### src/rtl/core/lvrf_fifo.sv
`timescale 1ns / 1ps
module lvrf_fifo #(
  parameter int WIDTH = 8
) (
  input  logic             clk,
  input  logic             rst,
  input  logic             push,
  input  logic [WIDTH-1:0] din,
  output logic             full,
  input  logic             pop,
  output logic [WIDTH-1:0] dout,
  output logic             empty
);
  logic [WIDTH-1:0] slots [2];
  logic             wptr;
  logic             rptr;
  logic [1:0]       count;
  logic             do_push;
  logic             do_pop;

  assign full    = (count == 2'd2);
  assign empty   = (count == 2'd0);
  assign dout    = slots[rptr];
  assign do_push = push && !full;
  assign do_pop  = pop && !empty;

  always_ff @(posedge clk) begin
    if (do_push) begin
      slots[wptr] <= din;
    end
  end

  always_ff @(posedge clk) begin
    if (rst) begin
      wptr  <= 1'b0;
      rptr  <= 1'b0;
      count <= 2'd0;
    end else begin
      if (do_push) wptr <= ~wptr;
      if (do_pop) rptr <= ~rptr;
      if (do_push && !do_pop) count <= count + 2'd1;
      else if (do_pop && !do_push) count <= count - 2'd1;
    end
  end
endmodule

### config.mk
export PLATFORM = sky130hd
export DESIGN_NAME = lvrf_fifo
export DESIGN_NICKNAME = d
export VERILOG_FILES = /design/src/rtl/core/lvrf_fifo.sv
export SDC_FILE = /design/constraint.sdc
export NUM_CORES = 1
export LEC_CHECK = 0
export ABC_CLOCK_PERIOD_IN_PS = 2700
export BUFFER_PORTS_ARGS = -buffer_cell sky130_fd_sc_hd__buf_2
export CAP_MARGIN = 30
export CORE_AREA = 2 2 43 45
export CTS_CLUSTER_SIZE = 28
export DETAILED_ROUTE_END_ITERATION = 12
export DIE_AREA = 0 0 45 47
export PLACE_DENSITY = 0.82
export SYNTH_ARGS = -nofsm -noshare
export SYNTH_HDL_FRONTEND = slang
export SYNTH_SLANG_ARGS = --single-unit
### constraint.sdc
create_clock -name clk -period 2.7 [get_ports clk]
set_clock_uncertainty 0.2 [all_clocks]
set_input_delay 0.27 -clock clk [delete_from_list [all_inputs] [get_ports clk]]
set_output_delay 0.27 -clock clk [all_outputs]
set_load 0.005 [all_outputs]
# Yosys cells after proc, flatten, opt, wreduce, memory -nomap -nowiden
# Memories as Yosys holds them, arrays and structs flattened. A register that Yosys moved wholly into a read port is not among the register bits.
# Cells that the tools add are included.
dict set report op_classes {
  reduce_logical 10
  eq_ne 1
  n_bitwise 2
  n_addsub 2
  muxes 6
}
# op count
set ops {}
lappend ops {{$logic_and 1x1->1} 4}
lappend ops {{$logic_not 1->1} 4}
lappend ops {{$mux 1} 4}
lappend ops {{$mux 2} 2}
lappend ops {{$add 2x1->2 const B} 1}
lappend ops {{$eq 2x2->1 const B} 1}
lappend ops {{$logic_not 2->1} 1}
lappend ops {{$not 1->1} 2}
lappend ops {{$reduce_bool 2->1} 1}
lappend ops {{$sub 2x1->2 const B} 1}
dict set report word_totals {
  out_inout_bits 10
  wordCells 25
  ram_bits 16
  regBits 4
  memories 1
}
# memory depth word_bits read_ports rd_clocked_by_memory_dff write_ports line
set memory_table {}
lappend memory_table {slots 2 8 1 1 1 14} ;# logic [WIDTH-1:0] slots [2];

# Logic depth before layout (Yosys ltp)
dict set report logic_depth {
  word_depth 7
  ltp_mapped 6
  mapped_depth_nobuf 6
}

# Least setup slack after synthesis
# No wires, ideal clock.
dict set report synth_timing {
  path_type {register -> register}
  from {reg count[1]}
  to {reg count[1]}
  stages_incl_launch_ff 6
  arrival_time_ns 1.393
  setup_time_ns 0.070
  slack_ns 1.037
  path_cell_list {dfxtp_1 nor2b_2 nor2_1 ha_1 or3_1 a21oi_1}
}
dict set report synth_between {
  elab_chain_len 6
}
# element line
set synth_lines {}
lappend synth_lines {{from (decl)} 17} ;# logic [1:0] count;
lappend synth_lines {{from (signal assigned)} 41} ;# if (do_push && !do_pop) count <= count + 2'd1;
lappend synth_lines {{from (signal assigned)} 42} ;# else if (do_pop && !do_push) count <= count - 2'd1;
lappend synth_lines {{$eq 2x2->1 (*)} 21} ;# assign full = (count == 2'd2);
lappend synth_lines {{net full} 9} ;# output logic full,
lappend synth_lines {{$logic_not 1->1 (*)} 24} ;# assign do_push = push && !full;
lappend synth_lines {{$logic_and 1x1->1 (*)} 24}
lappend synth_lines {{net do_push} 18} ;# logic do_push;
lappend synth_lines {{$logic_not 1->1} 42}
lappend synth_lines {{$logic_and 1x1->1} 42}
lappend synth_lines {{$reduce_bool 2->1 (no source line)} n/a}
# The timed path passes the listed nets; every way through them passes the cells marked *. The select of a mux whose other input is x is not followed.
# A chain may end at the register's enable or synchronous reset.

==> impl_metrics.tcl <==
set metrics [dict create \
    final_common_cell "buf_2" \
    cp_top_family "flip-flops" \
    vias 490 \
    path_cells "mux2_2 > buf_2" \
    critical_path.slowest_cell "dfxtp_1" \
    clk-insertion-delay-late_ns 0.29 \
    drv_cap 0 \
    rsz0062_at_grt "false" \
    clk_path_buf_depth 2 \
    mostFrequentLayoutCells "buf_2 (21), edfxtp_1 (16), dlygate4sd3_1 (9)" \
    hold_class "primary input to register" \
    track_usage 0.123 \
    max_clock_freq_mhz 554 \
    grt_max_degree 12 \
    critPathCaptureType "output pin" \
    fin_ws_ns 0.895 \
    cp-start-kind "register" \
    area_growth_pct 30.0 \
    crit_required_ns 2.23 \
    first_pass_iters 4 \
    routed_wl_mm 1.18 \
    fin_nets 97 \
    core-area_um2 1650 \
    setup.worst_path.class "register to output pin" \
    power_per_cell_area_nw_per_um2 806 \
    placed_cell_area_um2 915 \
    place_ws_ns 0.957 \
    rows 15 \
    rr_startpoint "count[1]$_SDFFE_PP0P_" \
    antenna_found_initial 0 \
    critPathBufInv 1 \
    die_h_um 47 \
    drt_iter0_drc 8 \
    grt_pass1_vias 416 \
    seq_area_um2 581 \
    fp.dieW_um 45 \
    worst_slew_pin_slew_ns 0.362 \
    antenna_cells 0 \
    p_leak_nw 0.416 \
    synth_warnings 0 \
    cts_tree "built" \
    wl_per_cell_um 11.8 \
    final_util 0.624 \
    clk_pin_slew_ns 0.10 \
    finalCritPeriodShare 0.669 \
    cts-root-buf "clkbuf_4" \
    final_cell_area_um2 1030 \
    max-vdd-ir-drop_v 0.000440 \
    cp_max_fo 8 \
    synthesis.nets 63 \
    grt_pass1_wl_mm 1.71 \
    fin_cells 100 \
    numClockSinks 21 \
    synth_cells 50 \
    cp.arrival_ns 1.34 \
    multi_input_area_um2 200 \
    placed_cells 87 \
    finalMaxSlewViolations 0 \
    slowest_delay_ns 0.55 \
    routabilityCongestion 0.666 \
    grt_overflow_total 0 \
    fp.dieArea_um2 2120 \
    drtAntennaViolNets 0 \
    syn_avg_cell_area_um2 15.9 \
    syn-cell-area_um2 793 \
    ys_types 13 \
    start_util 0.480 \
    final_layout_size_suffix_gt1_frac 0.398 \
    vias_per_cell 4.90 \
    yosys_register_bits 21 \
    hp-start "push" \
    dp_hpwl_um 809 \
    io-pin-count 22 \
    final.min_clock_period_ns 1.81 \
    synthTopCellsByArea "edfxtp_1 (61%), dfxtp_1 (13%), mux2_2 (11%)" \
    synth_area_leader_cell "edfxtp_1" \
    cts_max_level 1 \
    status "finished, final reports clean" \
    finalSetupTns_ns 0 \
    n_fill_cell 137 \
    setup_viol 0 \
    drc 0 \
    ys_seq_area_frac 0.732 \
    hold_viol_final 0 \
    max-slew-margin-rel 0.759 \
    cts_buffers 3 \
    synth_top_area_share 0.606 \
    io_buffer_count 21 \
]
metal layers:
layer | global-route usage | share of wire
met1 | 0.117 | 0.40
met2 | 0.211 | 0.52
met3 | 0.0538 | 0.079
met4 | 0.0882 | 0.0085
met5 | 0 | 0
final cells by class:
cell class	instances	area share
Sequential cell	21	0.563
Tap cell	17	0.0206
Inverter	2	0.00728
Multi-Input combinational cell	26	0.194
Timing Repair Buffer	30	0.189
Clock buffer	4	0.0255
worst register-to-register path, delay by kind of cell (launching register included):
| kind | cells | cell delay [ns] |
|---|---|---|
| flip-flops | 1 | 0.39 |
| adder cells (fa/ha/maj) | 1 | 0.32 |
| AO/OA/AOI/OAI | 1 | 0.13 |
| AND/OR/NAND/NOR | 3 | 0.65 |
report_power, final:
| group | total, mW | switching (mW) | internal [mW] | leakage [nW] |
|---|---|---|---|---|
| combinational | 0.239 | 0.105 | 0.134 | 0.210 |
| clock | 0.140 | 0.0822 | 0.0573 | 0.0150 |
| sequential | 0.453 | 0.0406 | 0.412 | 0.191 |
| total | 0.831 | 0.228 | 0.603 | 0.416 |
cell usage after synthesis:
library cell and instances:
buf_2 1, xor2_1 3, a21oi_1 2, and2_1 1, nor2b_2 1, ha_1 1
dfxtp_1 5, or3_1 2, o21ai_0 3, inv_1 2, mux2_2 8, nor2_1 5
edfxtp_1 16
state kept, by name, summed over array words and instances, names as in the netlist, named ones only:
signal / flops
rptr: 1
slots: 16
count: 2
wptr: 1
through the flow:
step                power [mW]  hold slack [ns]
global route             0.885            0.195
detailed placement       0.695            0.261
floorplan                0.608            0.139
CTS                      0.843            0.163
finish                   0.831            0.170
global placement         0.684            0.257
path summary, 6_finish.rpt:
| path | cells past startpoint | to | slack (ns) |
|---|---|---|---|
| min | 4 | wptr$_SDFFE_PP0P_ | 0.17 |
| max | 2 | dout[7] | 0.89 |
| max reg2reg | 5 | count[1]$_SDFFE_PP0P_ | 0.95 |
| min reg2reg | 2 | wptr$_SDFFE_PP0P_ | 0.31 |
kinds of logic after synthesis:
| kind of cell | after synthesis | synth area share |
|---|---|---|
| adders and majority gates | 1 | 0.0158 |
| muxes | 8 | 0.114 |
| xor gates and xnor gates | 3 | 0.0331 |
| AOI/OAI and AO/OA | 5 | 0.0315 |
| buffers and inverters | 3 | 0.0158 |
| and+or+nand+nor | 9 | 0.0584 |
| DFF | 21 | 0.732 |
timing repair:
| item | CTS | global route |
|---|---|---|
| gates resized for setup | 0 | 0 |
| buffers inserted | 0 | 0 |
| hold endpoints to repair | 21 | 0 |
| hold buffers | 9 | 0 |
| endpoints found under the setup margin | 0 | 0 |
Power figures use the tool's default switching activity.
