[config.mk]
export PLATFORM = sky130hd
export DESIGN_NAME = lvrf_front
export DESIGN_NICKNAME = d
export VERILOG_FILES = /design/src/rtl/core/lvrf_pkg.sv /design/src/rtl/core/lvrf_front.sv
export SDC_FILE = /design/constraint.sdc
export NUM_CORES = 2
export LEC_CHECK = 0
export ABC_AREA = 1
export BUFFER_PORTS_ARGS = -buffer_cell sky130_fd_sc_hd__buf_2
export CAP_MARGIN = 20
export CORE_ASPECT_RATIO = 0.7
export CORE_MARGIN = 1
export CORE_UTILIZATION = 50
export CTS_CLUSTER_DIAMETER = 200
export DETAILED_ROUTE_END_ITERATION = 10
export PLACE_DENSITY = 0.68
export SYNTH_ARGS = -nofsm -noshare
export SYNTH_HDL_FRONTEND = slang
export SYNTH_SLANG_ARGS = --single-unit
[constraint.sdc]
create_clock -name clk -period 11.9 [get_ports clk]
set_input_delay 0.595 -clock clk [delete_from_list [all_inputs] [get_ports clk]]
set_output_delay 0.595 -clock clk [all_outputs]
set_load 0.05 [all_outputs]
[src/rtl/core/lvrf_pkg.sv]
`timescale 1ns / 1ps
package lvrf_pkg;

  localparam int TABLE_ENTRIES_DEF = 1024;
  localparam int KEY_BITS_DEF      = 64;
  localparam int MAX_PROBES_DEF    = 8;

  // home slot fits if the table has at most 65536 entries; the user must keep to this, it is not checked
  localparam int HOME_W = 16;

  localparam logic [63:0] HASH_MUL = 64'h9E3779B97F4A7C15;

  localparam logic [1:0] CMD_ROW   = 2'd0;
  localparam logic [1:0] CMD_BEAT  = 2'd1;
  localparam logic [1:0] CMD_START = 2'd2;
  localparam logic [1:0] CMD_END   = 2'd3;

  typedef struct packed {
    logic [1:0]  cmd;
    logic [63:0] row_key;
    logic [63:0] row_version;
  } in_t;

  typedef struct packed {
    logic        keep;
    logic        new_key;
    logic        table_full;
    logic        backfill_active;
    logic [31:0] late_count;
  } out_t;

  typedef struct packed {
    in_t               item;
    logic [HOME_W-1:0] home;
  } qent_t;

endpackage

[src/rtl/core/lvrf_front.sv]
`timescale 1ns / 1ps
module lvrf_front #(
  parameter int TABLE_ENTRIES = lvrf_pkg::TABLE_ENTRIES_DEF,
  parameter int KEY_BITS      = lvrf_pkg::KEY_BITS_DEF
) (
  input  logic           clk,
  input  logic           rst,
  input  logic           push,
  input  lvrf_pkg::in_t  din,
  output logic           full,
  input  logic           hold,
  output logic           q_push,
  output lvrf_pkg::qent_t q_din,
  input  logic           q_full
);
  import lvrf_pkg::*;

  localparam int  RW   = (TABLE_ENTRIES > 1) ? $clog2(TABLE_ENTRIES) : 1;
  localparam bit  POW2 = ((TABLE_ENTRIES & (TABLE_ENTRIES - 1)) == 0);
  localparam logic [31:0] NMOD  = 32'(TABLE_ENTRIES);
  localparam logic [31:0] RECIP = 32'((64'd1 << 32) / TABLE_ENTRIES);

  localparam logic [2:0] F_IDLE = 3'd0;
  localparam logic [2:0] F_MUL  = 3'd1;
  localparam logic [2:0] F_SUM  = 3'd2;
  localparam logic [2:0] F_RCP  = 3'd3;
  localparam logic [2:0] F_QN   = 3'd4;
  localparam logic [2:0] F_SUB  = 3'd5;
  localparam logic [2:0] F_FIX  = 3'd6;
  localparam logic [2:0] F_PUSH = 3'd7;

  logic [2:0]    state;
  in_t           item;
  logic [63:0]   p0;
  logic [31:0]   p1;
  logic [31:0]   p2;
  logic [31:0]   h;
  logic [31:0]   qn;
  logic [31:0]   rr;
  logic [RW-1:0] r;
  logic [63:0]   key_m;

  assign full  = (state != F_IDLE) || hold;
  assign key_m = 64'(din.row_key[KEY_BITS-1:0]);

  assign q_push     = (state == F_PUSH);
  assign q_din.item = item;
  assign q_din.home = POW2 ? HOME_W'(h[RW-1:0]) : HOME_W'(r);

  always_ff @(posedge clk) begin
    if (rst) begin
      state <= F_IDLE;
    end else begin
      case (state)
        F_IDLE: begin
          if (push && !full) begin
            item.cmd         <= din.cmd;
            item.row_key     <= key_m;
            item.row_version <= din.row_version;
            state            <= F_MUL;
          end
        end
        F_MUL: begin
          // low 64 bits of the product from three 32x32 partial products
          p0    <= 64'(item.row_key[31:0]) * 64'(HASH_MUL[31:0]);
          p1    <= 32'(item.row_key[63:32] * HASH_MUL[31:0]);
          p2    <= 32'(item.row_key[31:0] * HASH_MUL[63:32]);
          state <= F_SUM;
        end
        F_SUM: begin
          h     <= p0[63:32] + p1 + p2;
          state <= POW2 ? F_PUSH : F_RCP;
        end
        F_RCP: begin
          // quotient estimate by reciprocal, low by at most one
          p0    <= 64'(h) * 64'(RECIP);
          state <= F_QN;
        end
        F_QN: begin
          qn    <= p0[63:32] * NMOD;
          state <= F_SUB;
        end
        F_SUB: begin
          rr    <= h - qn;
          state <= F_FIX;
        end
        F_FIX: begin
          if (rr >= NMOD) r <= RW'(rr - NMOD);
          else r <= RW'(rr);
          state <= F_PUSH;
        end
        F_PUSH: begin
          if (!q_full) state <= F_IDLE;
        end
        default: state <= F_IDLE;
      endcase
    end
  end
endmodule

== Word-level counts from Yosys, hierarchy flattened ==
Cells that the tools add are included.

* $add $sub $neg: 2
* Eq/ne operators: 9
* Bitwise gates (word level): 1
* Muxes and demuxes: 4
* $mul: 3
* Reduce and logical (&&, ||, !) cells: 12

{| class="wikitable"
|+ Operator list
! operator !! number
|-
| case mux 64 bit (2 select lines) || 1
|-
| adder 32 bit || 2
|-
| multiplier 32 x 31 -> 63 bit, second input constant || 1
|-
| multiplier 32 x 31 -> 32 bit, second input constant || 1
|-
| multiplier 32 x 32 -> 32 bit, second input constant || 1
|-
| case mux 3 bit (7 select lines) || 1
|-
| == test 3 bit, second input constant || 4
|-
| AND reduction 2 bit || 4
|-
| == test 3 x 2 -> 1 bit, second input constant || 2
|-
| 2-to-1 mux 3 bit || 2
|-
| inequality test 2 bit, second input constant || 2
|-
| == test 3 x 1 -> 1 bit, second input constant || 1
|-
| logical NOT 3 bit || 1
|-
| AND reduction 3 bit || 1
|-
| nonzero test 3 bit || 1
|-
| nonzero test 2 bit || 1
|-
| OR reduction 2 bit || 1
|-
| logical AND 1 bit || 1
|-
| logical NOT 1 bit || 1
|-
| logical OR 1 bit || 1
|-
| inverter 1 bit || 1
|}

* Bits of input ports: 135
* Bits in registers: 293
* Output and inout port bits: 148
* Logic and storage cells: 39

== Logic depth before layout (Yosys ltp) ==
* Depth in word-level cells: 6
* Mapped depth: 28
* Depth with buffers taken out: 28

== Least setup slack after synthesis ==
Ideal clock, no wire load.

* Path kind: input to register
* From: input hold
* To: register item, in the netlist q_din[100], enable pin
* Library setup time: 808 ps
* Data arrival time: 10,701 ps
* Buffers on the path: 0
* Stages: 3
* Setup slack: 391 ps
* Cell sequence: inv_1 nand3_1 nor3b_1

* Word-level cells in the longest chain between the ends: 4

{| class="wikitable"
|+ RTL lines
! item !! RTL line !! text
|-
| start: declaration || lvrf_front.sv:11 || <nowiki>input logic hold,</nowiki>
|-
| logical OR 1 bit || lvrf_front.sv:43 || <nowiki>assign full = (state != F_IDLE) || hold;</nowiki>
|-
| named net full || lvrf_front.sv:10 || <nowiki>output logic full,</nowiki>
|-
| logical NOT 1 bit || lvrf_front.sv:56 || <nowiki>if (push && !full) begin</nowiki>
|-
| logical AND 1 bit || lvrf_front.sv:56 ||
|-
| AND reduction 3 bit (no line) || -- ||
|-
| end: declaration || lvrf_front.sv:33 || <nowiki>in_t item;</nowiki>
|}

The timed path passes the listed nets, and every way through them passes these cells.
A chain may end at the register's enable or synchronous reset.

== Final worst setup path ==
* From: register item, in the netlist q_din[81]
* To: register p0[40] (data pin)

* Word-level cells in the longest chain between the ends: 2

{| class="wikitable"
|+ RTL lines
! item !! RTL line !! text
|-
| multiplier 32 x 31 -> 63 bit || lvrf_front.sv:65 || <nowiki>p0 <= 64'(item.row_key[31:0]) * 64'(HASH_MUL[31:0]);</nowiki>
|-
| case mux 64 bit (2 select lines) || lvrf_front.sv:54 || <nowiki>case (state)</nowiki>
|-
| end signal: assignment || lvrf_front.sv:65 ||
|-
| end signal: assignment || lvrf_front.sv:76 || <nowiki>p0 <= 64'(h) * 64'(RECIP);</nowiki>
|-
| end: declaration || lvrf_front.sv:34 || <nowiki>logic [63:0] p0;</nowiki>
|}

No other way between the ends. The select of a mux whose other input is x is not followed.

==> metrics.yaml <==
yosys:
  synth-simple-area-share: 0.110
  synthFlopType: "edfxtp_1"
  yosys.area_share.adder: 0.545
  syn_avg_cell_area_sq_um: 9.57
  synth_top_family_by_area: "adder cells"
  synth.area.mux_share: 0
  synth_area_leaders: "fa_1, ha_1, edfxtp_1"
  yosysWarnings: 0
  synth.cell_area_sq_mm: 0.0454
  synth_area_leader_cell: "fa_1"
  netlist_instances: 4739
  yosysTopAreaCellShare: 0.350
  synthXorXnorAreaFrac: 0.0205
  synth_edf_count: 257
  yosysUniqueCellTypes: 50
  synth.yosys.seq_area_share: 0.171
  ys_ff_latch: 260
  synth_compound_area_frac: 0.0409
  ys_async_sr_fraction: 0
sta:
  setup_ws_ns: 4.19
  final.min_clock_period_ns: 7.71
  slew_violations: 0
  fmax_mhz: 130
  finalClockSkew_ns: 0.0350
  tns_ns: 0
  rsz0062_at_grt: "false"
  maxSlewHeadroom: 0.352
  hold_viol: 0
  tightest_slew_ns: 0.972
  finalCritPeriodShare: 0.648
  setup_viol: 0
die:
  die-area_sq_mm: 0.0919
  start_util: 0.505
  die_height_um: 254
  rows: 92
  dieWidth_um: 362
  io_pins: 283
  core_area_sq_mm: 0.0899
clock_network:
  post_cts_resized: 0
  htree_levels: 1
  cts.sinks: 260
  ctsHoldBuffers: 0
  cts_buffers: 31
  clk_pin_slew_ns: 0.07
  root_buffer: "clkbuf_16"
  tritoncts: "built"
  clkLatencyLatePin_ns: 0.66
  clockBufferDepth: 3
  post-cts-setup-buffers: 0
layout:
  fin_cells: 6295
  final.fill_count: 8228
  syn_to_final_growth_pct: 8.63
  final_nets: 6682
  fin_area_sq_mm: 0.0493
  drive_above_1_share: 0.0755
  antenna_cells: 0
grt:
  grt_pass1_vias: 33696
  grt.total_usage: 0.360
  grt_pass1_wl_um: 234000
  grt.overflow.total: 0
  antenna_found_initial: 2
  grt_max_degree: 65
drt:
  route.final.wire_length_um: 161000
  postRouteAntennaNets: 0
  viasPerCell: 5.39
  drt_first_iter_violations: 3713
  wl_per_cell_um: 25.7
  drt_first_pass_iters: 6
  num_vias: 33925
  drc: 0
place:
  hpwlAfterDp_um: 143000
  gp_congestion: 1.07
  dpl_worst_slack_ns: 4.43
  dp.cells: 6237
  io_buffers: 276
  place_area_sq_mm: 0.0483
setup_path:
  critPathArrivalTime_ns: 8.12
  cpPeakStageDelay_ns: 0.90
  end_kind: "flip-flop"
  path_depth: 22
  cp.required_ns: 12.31
  cp.buffers_inverters: 4
  path_class: "flip-flop to flip-flop"
  cpMostUsedCell: "fa_1"
  worst_setup_path_start_kind: "flip-flop"
  reg2reg_depth: 22
  path_cells: "ha_1, inv_1, fa_1, inv_1, fa_1, fa_1, fa_1, fa_1, fa_1, inv_1, fa_1, inv_1, ha_1, nand2_1, nor2_1, nand2_1, nor4_1, nand3_1, nand3_1, nand2_1, nand3_1, nand2_1"
  path_max_fanout: 13
  r2r-start: "q_din[81]$_DFFE_PP_"
  cp-startpoint: "q_din[81]$_DFFE_PP_"
  cp_slowest_cell: "edfxtp_1"
  cp_top_family: "adder cells"
hold_path:
  min_path_cells: 1
  worstHoldPathType: "input port to flip-flop"
  hp-start: "din[127]"
run:
  cap_viol_max_count: 0
outcome:
  status: "finished clean"
## cell usage after synthesis, types with 18 or more instances
master    number
nand4_1       31
xnor2_1       42
ha_1         707
a21o_1        18
inv_1       1321
nor2_1       207
edfxtp_1     257
fa_1         792
xor2_1        64
a21oi_1      159
nand3_1      152
nor3_1        18
o21ai_0       83
nand2_1      742
## kinds of logic after synthesis
group / count (synthesis)
adders and majority gates: 1499
buffers and inverters: 1346
and+or+nand+nor: 1200
AOI/OAI and AO/OA: 327
DFF: 260
xor gates and xnor gates: 106
other: 1
## state kept, by name, summed over array words and instances, names as in the netlist
| register | flops |
|---|---|
| h | 32 |
| p0 | 31 |
| q_din | 130 |
| p1 | 32 |
| state | 3 |
| p2 | 32 |
## final cells by class
| cell class | count | area, sq um | area share |
|---|---|---|---|
| clock buffer | 37 | 798 | 0.0162 |
| clock inverter | 21 | 186 | 0.00378 |
| inverter | 1325 | 4970 | 0.101 |
| multi-input combinational | 3138 | 32500 | 0.660 |
| sequential | 260 | 7780 | 0.158 |
| tap | 1222 | 1530 | 0.0310 |
| timing repair buffer | 292 | 1500 | 0.0305 |
## worst paths after layout
path,endpoint,slack (ns)
hold reg to reg,p0[40]$_DFFE_PP_,0.53
hold / removal,q_din[143]$_DFFE_PP_,0.10
setup reg to reg,p0[40]$_DFFE_PP_,4.19
setup / recovery,p0[40]$_DFFE_PP_,4.19
## stage by stage
| stage | hold WS (ns) | util |
|---|---|---|
| 6_report | 0.104 | 0.548 |
| 5_1_grt | 0.0815 | 0.548 |
| 2_1_floorplan | 0.481 | - |
| 4_1_cts | 0.0628 | 0.548 |
| 3_3_place_gp | 0.506 | 0.537 |
| 3_5_place_dp | 0.512 | 0.537 |
## layer usage
metal	GRT usage	up-vias	wire length [um]
met3	0.170	103	25300
met2	0.439	1659	57500
met4	0.0449	2	2220
met5	0	-	7
li1	-	15190	-
met1	0.571	16971	76500
## cells in the final DEF, fill, tap and decap left out, types with 4 or more instances in the layout
| master | instances |
|---|---|
| inv_1 | 1321 |
| fa_1 | 792 |
| nand2_1 | 742 |
| ha_1 | 707 |
| buf_2 | 276 |
| edfxtp_1 | 257 |
| nor2_1 | 207 |
| a21oi_1 | 159 |
| nand3_1 | 152 |
| o21ai_0 | 83 |
| xor2_1 | 64 |
| xnor2_1 | 42 |
| nand4_1 | 31 |
| clkbuf_16 | 31 |
| a21o_1 | 18 |
| nor3_1 | 17 |
| o21bai_1 | 17 |
| buf_4 | 16 |
| o21ai_1 | 11 |
| a31oi_1 | 10 |
| nand3b_1 | 9 |
| nor3_2 | 8 |
| nor2_2 | 6 |
| conb_1 | 6 |
| clkbuf_1 | 6 |
| or2_2 | 5 |
| o21a_1 | 5 |
| nor4_1 | 5 |
| a21boi_2 | 4 |
| a21boi_0 | 4 |
| nand2_2 | 4 |
| inv_2 | 4 |
| and2_1 | 4 |
| clkinv_2 | 4 |
| inv_6 | 4 |
| clkinv_1 | 4 |
| clkinvlp_4 | 4 |
Power is not shown: default switching activity piles up to over one toggle a cycle in this logic, so the estimate is an artifact.
